--- src/gdi_pkg.sv ---
// Package for the Gregorian date information block.
// Holds the month tables and the weekday arithmetic constants; no dependencies.
package gdi_pkg;

    localparam int unsigned DivMul   = 5243;
    localparam int unsigned DivShift = 17;
    localparam int unsigned SumW     = 15;

    localparam logic [3:0] MonthJan = 4'd1;
    localparam logic [3:0] MonthFeb = 4'd2;
    localparam logic [3:0] MonthDec = 4'd12;

    localparam logic [2:0] DowFri = 3'd5;
    localparam logic [2:0] DowSat = 3'd6;

    // Length of a month in a common year; zero for a month out of range.
    function automatic logic [4:0] month_len(input logic [3:0] m);
        logic [4:0] len;
        unique case (m)
            4'd1, 4'd3, 4'd5, 4'd7, 4'd8, 4'd10, 4'd12: len = 5'd31;
            4'd4, 4'd6, 4'd9, 4'd11:                    len = 5'd30;
            4'd2:                                       len = 5'd28;
            default:                                    len = 5'd0;
        endcase
        return len;
    endfunction

    // (31 * mm) / 12 for the shifted month 1..12.
    function automatic logic [4:0] month_term(input logic [3:0] mm);
        logic [4:0] t;
        unique case (mm)
            4'd1:    t = 5'd2;
            4'd2:    t = 5'd5;
            4'd3:    t = 5'd7;
            4'd4:    t = 5'd10;
            4'd5:    t = 5'd12;
            4'd6:    t = 5'd15;
            4'd7:    t = 5'd18;
            4'd8:    t = 5'd20;
            4'd9:    t = 5'd23;
            4'd10:   t = 5'd25;
            4'd11:   t = 5'd28;
            4'd12:   t = 5'd31;
            default: t = 5'd0;
        endcase
        return t;
    endfunction

    // Days in the months after m in a common year.
    function automatic logic [8:0] rest_of_year(input logic [3:0] m);
        logic [8:0] r;
        unique case (m)
            4'd1:    r = 9'd334;
            4'd2:    r = 9'd306;
            4'd3:    r = 9'd275;
            4'd4:    r = 9'd245;
            4'd5:    r = 9'd214;
            4'd6:    r = 9'd184;
            4'd7:    r = 9'd153;
            4'd8:    r = 9'd122;
            4'd9:    r = 9'd92;
            4'd10:   r = 9'd61;
            4'd11:   r = 9'd31;
            default: r = 9'd0;
        endcase
        return r;
    endfunction

endpackage

--- src/gdi_div25.sv ---
// Division by 25 of a 13-bit value through a reciprocal multiplication; the 8-bit quotient fits for values below 6400.
// Uses gdi_pkg for the multiplier and shift constants.
module gdi_div25 (
    input  logic [12:0] i_num,
    output logic [7:0]  o_quot
);

    logic [25:0] w_prod;

    assign w_prod = 26'(i_num) * 26'(gdi_pkg::DivMul);
    assign o_quot = w_prod[gdi_pkg::DivShift +: 8];

endmodule

--- src/gregorian_date_info.sv ---
// Gregorian date information: weekday, leap year, month length and day counts.
// Uses gdi_pkg and three gdi_div25 instances.
// Three register stages: an accepted item moves through stages 1, 2 and 3, and the
// stage 3 registers drive the outputs. Throughput is one item per cycle while results are taken; each stage moves
// whenever it is empty or the stage after it is moving, so stalls back up without loss.
// Reset is synchronous and active low, and clears the stage valid bits only.
module gregorian_date_info (
    input  logic        i_clk,
    input  logic        i_rst_n,
    input  logic        i_valid,
    output logic        o_ready,
    input  logic [4:0]  i_day,
    input  logic [3:0]  i_month,
    input  logic [13:0] i_year,
    output logic        o_valid,
    input  logic        i_ready,
    output logic        o_date_valid,
    output logic [2:0]  o_day_of_week,
    output logic        o_is_leap_year,
    output logic [4:0]  o_days_in_month,
    output logic        o_is_end_of_week,
    output logic        o_is_weekend,
    output logic        o_is_business_day,
    output logic [2:0]  o_days_to_week_end,
    output logic [4:0]  o_days_to_month_end,
    output logic [8:0]  o_days_to_year_end
);

    localparam int unsigned SW = gdi_pkg::SumW;

    logic r_v1, r_v2, r_v3;
    logic w_adv1, w_adv2, w_adv3;

    assign w_adv3  = !r_v3 || i_ready;
    assign w_adv2  = !r_v2 || w_adv3;
    assign w_adv1  = !r_v1 || w_adv2;
    assign o_ready = w_adv1;
    assign o_valid = r_v3;

    // Stage 1: shifted year and month, and the three divisions by 25.
    logic        w_a;
    logic [14:0] w_yy;
    logic [3:0]  w_mm;
    logic [7:0]  w_q100y, w_q100yy, w_q400yy;

    assign w_a  = (i_month <= gdi_pkg::MonthFeb);
    assign w_yy = 15'(i_year) + 15'd400 - 15'(w_a);
    assign w_mm = i_month + (w_a ? 4'd12 : 4'd0) - 4'd2;

    gdi_div25 u_div_y (
        .i_num  ({1'b0, i_year[13:2]}),
        .o_quot (w_q100y)
    );

    gdi_div25 u_div_yy100 (
        .i_num  (w_yy[14:2]),
        .o_quot (w_q100yy)
    );

    gdi_div25 u_div_yy400 (
        .i_num  ({2'b00, w_yy[14:4]}),
        .o_quot (w_q400yy)
    );

    logic [4:0]  r_s1_day;
    logic [3:0]  r_s1_month;
    logic [13:0] r_s1_year;
    logic [14:0] r_s1_yy;
    logic [3:0]  r_s1_mm;
    logic [7:0]  r_s1_q100y, r_s1_q100yy, r_s1_q400yy;

    always_ff @(posedge i_clk) begin
        if (!i_rst_n) begin
            r_v1 <= 1'b0;
        end else if (w_adv1) begin
            r_v1 <= i_valid;
        end
    end

    always_ff @(posedge i_clk) begin
        if (w_adv1 && i_valid) begin
            r_s1_day    <= i_day;
            r_s1_month  <= i_month;
            r_s1_year   <= i_year;
            r_s1_yy     <= w_yy;
            r_s1_mm     <= w_mm;
            r_s1_q100y  <= w_q100y;
            r_s1_q100yy <= w_q100yy;
            r_s1_q400yy <= w_q400yy;
        end
    end

    // Stage 2: leap year, month length, validity, day counts and the weekday sum.
    logic        w_div100, w_leap;
    logic [4:0]  w_dim;
    logic        w_date_ok;
    logic [SW-1:0] w_sum;
    logic [4:0]  w_left;
    logic [8:0]  w_to_year;

    assign w_div100 = ((14'(r_s1_q100y) * 14'd100) == r_s1_year);
    assign w_leap   = (w_div100 && (r_s1_year[3:0] == 4'd0)) ||
                      (!w_div100 && (r_s1_year[1:0] == 2'd0));
    assign w_dim    = gdi_pkg::month_len(r_s1_month) +
                      5'((r_s1_month == gdi_pkg::MonthFeb) && w_leap);
    assign w_date_ok = (w_dim != 5'd0) && (r_s1_day != 5'd0) && (r_s1_day <= w_dim);
    assign w_left   = w_dim - r_s1_day;
    assign w_to_year = 9'(w_left) + gdi_pkg::rest_of_year(r_s1_month) +
                       9'((r_s1_month == gdi_pkg::MonthJan) && w_leap);
    assign w_sum = SW'(r_s1_day) + SW'(r_s1_yy) + SW'(r_s1_yy[14:2]) +
                   SW'(r_s1_q400yy) + SW'(gdi_pkg::month_term(r_s1_mm)) -
                   SW'(r_s1_q100yy);

    logic [SW-1:0] r_s2_sum;
    logic          r_s2_ok, r_s2_leap;
    logic [4:0]    r_s2_dim, r_s2_to_month;
    logic [8:0]    r_s2_to_year;

    always_ff @(posedge i_clk) begin
        if (!i_rst_n) begin
            r_v2 <= 1'b0;
        end else if (w_adv2) begin
            r_v2 <= r_v1;
        end
    end

    always_ff @(posedge i_clk) begin
        if (w_adv2 && r_v1) begin
            r_s2_sum      <= w_sum;
            r_s2_ok       <= w_date_ok;
            r_s2_leap     <= w_leap;
            r_s2_dim      <= w_dim;
            r_s2_to_month <= w_left + 5'd1;
            r_s2_to_year  <= w_to_year;
        end
    end

    // Stage 3: modulo 7 by folding octal digits, then the weekday flags.
    logic [5:0] w_fold1;
    logic [3:0] w_fold2;
    logic [2:0] w_dow;

    assign w_fold1 = 6'(r_s2_sum[2:0]) + 6'(r_s2_sum[5:3]) + 6'(r_s2_sum[8:6]) +
                     6'(r_s2_sum[11:9]) + 6'(r_s2_sum[14:12]);
    assign w_fold2 = 4'(w_fold1[2:0]) + 4'(w_fold1[5:3]);
    assign w_dow   = (w_fold2 >= 4'd7) ? 3'(w_fold2 - 4'd7) : w_fold2[2:0];

    logic       r_ok, r_leap, r_eow, r_wkend, r_bus;
    logic [2:0] r_dow, r_to_week;
    logic [4:0] r_dim, r_to_month;
    logic [8:0] r_to_year;

    always_ff @(posedge i_clk) begin
        if (!i_rst_n) begin
            r_v3 <= 1'b0;
        end else if (w_adv3) begin
            r_v3 <= r_v2;
        end
    end

    always_ff @(posedge i_clk) begin
        if (w_adv3 && r_v2) begin
            r_ok       <= r_s2_ok;
            r_leap     <= r_s2_leap;
            r_dim      <= r_s2_dim;
            r_dow      <= r_s2_ok ? w_dow : 3'd0;
            r_eow      <= r_s2_ok && (w_dow == gdi_pkg::DowSat);
            r_wkend    <= r_s2_ok && ((w_dow == gdi_pkg::DowFri) ||
                                      (w_dow == gdi_pkg::DowSat));
            r_bus      <= r_s2_ok && (w_dow != gdi_pkg::DowFri) &&
                          (w_dow != gdi_pkg::DowSat);
            r_to_week  <= r_s2_ok ? (gdi_pkg::DowSat - w_dow) : 3'd0;
            r_to_month <= r_s2_ok ? r_s2_to_month : 5'd0;
            r_to_year  <= r_s2_ok ? r_s2_to_year : 9'd0;
        end
    end

    assign o_date_valid        = r_ok;
    assign o_day_of_week       = r_dow;
    assign o_is_leap_year      = r_leap;
    assign o_days_in_month     = r_dim;
    assign o_is_end_of_week    = r_eow;
    assign o_is_weekend        = r_wkend;
    assign o_is_business_day   = r_bus;
    assign o_days_to_week_end  = r_to_week;
    assign o_days_to_month_end = r_to_month;
    assign o_days_to_year_end  = r_to_year;

endmodule

--- config.mk ---
export PLATFORM = sky130hd
export DESIGN_NAME = gregorian_date_info
export DESIGN_NICKNAME = d
export VERILOG_FILES = /design/src/gdi_pkg.sv /design/src/gdi_div25.sv /design/src/gregorian_date_info.sv
export SDC_FILE = /design/constraint.sdc
export NUM_CORES = 1
export LEC_CHECK = 0
export BUFFER_PORTS_ARGS = -buffer_cell sky130_fd_sc_hd__buf_2
export CAP_MARGIN = 20
export CORE_MARGIN = 8
export CORE_UTILIZATION = 50
export DETAILED_ROUTE_END_ITERATION = 10
export GPL_TIMING_DRIVEN = 0
export PLACE_DENSITY = 0.66
export SYNTH_ARGS = -nofsm -noshare
export SYNTH_HDL_FRONTEND = slang
export SYNTH_SLANG_ARGS = --single-unit
--- constraint.sdc ---
create_clock -name i_clk -period 8.2 [get_ports i_clk]
set_clock_uncertainty 0.05 [all_clocks]
set_input_delay 0.41 -clock i_clk [delete_from_list [all_inputs] [get_ports i_clk]]
set_output_delay 0.41 -clock i_clk [all_outputs]
set_load 0.02 [all_outputs]
==> results.json <==
{
  "grt.total_usage_pct": 16.6,
  "synthSimpleGateAreaFrac_pct": 5.66,
  "arrival_ps": 7910,
  "diodes": 0,
  "numPortBuffers": 58,
  "vias_per_cell": 5.07,
  "grt_max_degree": 38,
  "synth_top_family_by_area": "adder cells",
  "r2r_end": "r_s2_to_year[8]$_DFFE_PP_",
  "required_ps": 8290,
  "hp-class": "in2reg",
  "rows": 67,
  "nNetsFinal": 2181,
  "die_h_um": 200,
  "die_area_sq_um": 39900,
  "setup_violations": 0,
  "syn_nets": 2088,
  "cp_slowest_cell": "xnor2_2",
  "synth_cell_types": 65,
  "end_kind": "flop",
  "slew_headroom_pct": 32.7,
  "drive_above_1_share_pct": 9.37,
  "postSynthAreaPerCell_sq_um": 11.0,
  "syn_inst": 1537,
  "h-tree-depth": 4,
  "tightest_slew_ps": 1000,
  "syn_area_sq_um": 16900,
  "cts_buffers": 17,
  "postRouteAntennaNets": 0,
  "synth_seq_cells": 149,
  "core_area_sq_um": 33400,
  "clock.fmax_ghz": 0.128,
  "area_growth_pct": 10.4,
  "cts_tree": "yes",
  "clk_pin_slew_worst_paths_ps": 70,
  "crit_type": "in2reg",
  "synth_xor_area_share_pct": 4.15,
  "period_needed_ps": 7820,
  "drtIter0Drc": 431,
  "synthArstFlopShare_pct": 0,
  "gp_congestion": 0.856,
  "drv_slew": 0,
  "fillers": 2910,
  "start_util_pct": 50.6,
  "antenna_found_initial": 0,
  "drv_cap": 0,
  "cpMostUsedCell": "inv_1",
  "drc": 0,
  "ys_seq_area_share_pct": 25.3,
  "post_drt_wl_per_cell_um": 14.7,
  "clk_latency_ps": 430,
  "placed_cell_area_sq_um": 17900,
  "grt_pass1_wl_mm": 53.0,
  "status": "finished clean",
  "finalHoldViolCount": 0,
  "synth_fa_ha_area_share_pct": 46.9,
  "yosysWarnings": 0,
  "final.setup.worst_slack_ps": 383,
  "grt_overflow": 0,
  "cpPeakStageDelay_ps": 780,
  "clockBufferDepth": 2,
  "stdcell_area_sq_um": 18600,
  "preCtsSetupSlack_ps": -592,
  "firstDrtPassIters": 4,
  "dr_total_vias": 10600,
  "cts.sinks": 149,
  "wl_mm": 30.8,
  "finalHoldWorstSlack_ps": 122,
  "grt_setup_unrepaired": "true",
  "io_pins": 59,
  "synthMuxAreaShare_pct": 1.10,
  "rr_worst_depth": 24,
  "synth_compound_area_share_pct": 8.15,
  "crit_fanout": 11,
  "synthFlopType": "edfxtp_1",
  "period_share_pct": 95.3,
  "final.setup.tns_ps": 0,
  "r2r_slack_ps": 1900,
  "cts_root_buffer": "clkbuf_16",
  "grt_pass1_vias": 11200,
  "regToRegStartpoint": "r_s1_q100y[1]$_DFFE_PP_",
  "die_w_um": 200,
  "dp_hpwl_mm": 26.6,
  "multiInputGateArea_sq_um": 11300,
  "startpoint_type": "input pin",
  "synth-edff-count": 129,
  "hold_path_end": "r_s1_day[1]$_DFFE_PP_",
  "min_from": "i_day[1]",
  "hold_path_depth": 1,
  "regArea_sq_um": 4270
}
[critical path, delay by kind of cell]
kind,cells,cell delay [ps]
fa+ha+maj,10,3330
buf+inv,8,610
xor+xnor,2,1000
simple gates,5,460
compound gates,8,2080
[layer usage]
layer / vias to the layer above / GRT usage, % / wire [um]
met1: 5150 / 20.7 / 13900
li1: 5285 / - / -
met4: 0 / 4.71 / 532
met5: - / 0 / 0
met2: 134 / 29.9 / 15600
met3: 36 / 2.10 / 882
[Yosys cell counts, types with 6 or more instances]
cell | number | share of area [%]
a31oi_1 | 7 | 0.26
nand3_1 | 17 | 0.50
nor3_1 | 18 | 0.53
nand2b_1 | 6 | 0.22
fa_1 | 182 | 22
nand2_1 | 40 | 0.89
inv_1 | 384 | 8.5
ha_1 | 342 | 25
mux2i_1 | 7 | 0.41
dfxtp_1 | 20 | 2.4
a21oi_1 | 45 | 1.3
nor2_1 | 36 | 0.80
a211o_1 | 6 | 0.31
nand4_1 | 8 | 0.30
a21o_1 | 35 | 1.6
o21ai_0 | 26 | 0.77
o21a_1 | 7 | 0.31
or2_2 | 9 | 0.33
xnor2_1 | 59 | 3.1
a211oi_1 | 8 | 0.36
and2_1 | 18 | 0.67
edfxtp_1 | 129 | 23
xor2_1 | 21 | 1.1
nor2b_1 | 14 | 0.52
or3_1 | 7 | 0.26
[cell families after synthesis]
logic type,after synthesis
adder cells (fa/ha/maj),524
buffers and inverters,390
AO/OA/AOI/OAI,193
AND/OR/NAND/NOR,187
flip-flops,149
XOR/XNOR,80
multiplexers,14
[placed cells by master, fill, tap and decap left out, types with 7 or more instances in the layout]
cell,count
a21o_1,35
clkbuf_16,17
and2_1,18
dfxtp_1,20
o21a_1,7
nand3_1,17
nor2_1,36
buf_4,14
buf_2,58
fa_1,182
edfxtp_1,129
mux2i_1,7
xnor2_1,52
a31oi_1,7
or2_2,9
a211oi_1,8
inv_1,383
nor2b_1,13
nand2_1,40
nor3_1,17
o21ai_0,25
nand4_1,8
a21oi_1,45
xor2_1,20
ha_1,342
[repair_timing]
item / in CTS / in global routing
gates resized for setup: 3 / 8
pin swaps: 0 / 3
endpoints found under the setup margin: 2 / 10
hold buffers: 0 / 0
cloned: 0 / 0
setup buffers: 0 / 9
[area by class of cell]
type	instances	share of cell area [%]
timing repair buffer	74	2.40
multi-input combinational	998	60.4
inverter	384	7.73
buffer	6	0.161
tap	448	3.01
clock inverter	15	1.10
sequential	149	22.9
clock buffer	17	2.28
[how the worst max path moves through the flow]
stage | start | endpoint | slack, ps
6_report | i_month[2] | r_s1_q400yy[3]$_DFFE_PP_ | 380
5_1_grt | i_month[2] | r_s1_q400yy[3]$_DFFE_PP_ | -60
4_1_cts | i_month[2] | r_s1_q400yy[4]$_DFFE_PP_ | 40
3_5_place_dp | i_month[2] | r_s1_q400yy[4]$_DFFE_PP_ | -590
3_3_place_gp | i_month[2] | r_s1_q400yy[4]$_DFFE_PP_ | -670
2_1_floorplan | i_month[2] | r_s1_q400yy[6]$_DFFE_PP_ | 730
[stage by stage]
stage / utilization (%) / cells
final: 55.9 / 2091
after global routing: 55.9 / 2091
after CTS: 55.5 / 2082
after detailed placement: 53.6 / 2050
after global placement: 53.2 / 2043
after floorplan: - / 1537
Power is not shown: default switching activity piles up to over one toggle a cycle in this logic, so the estimate is an artifact.
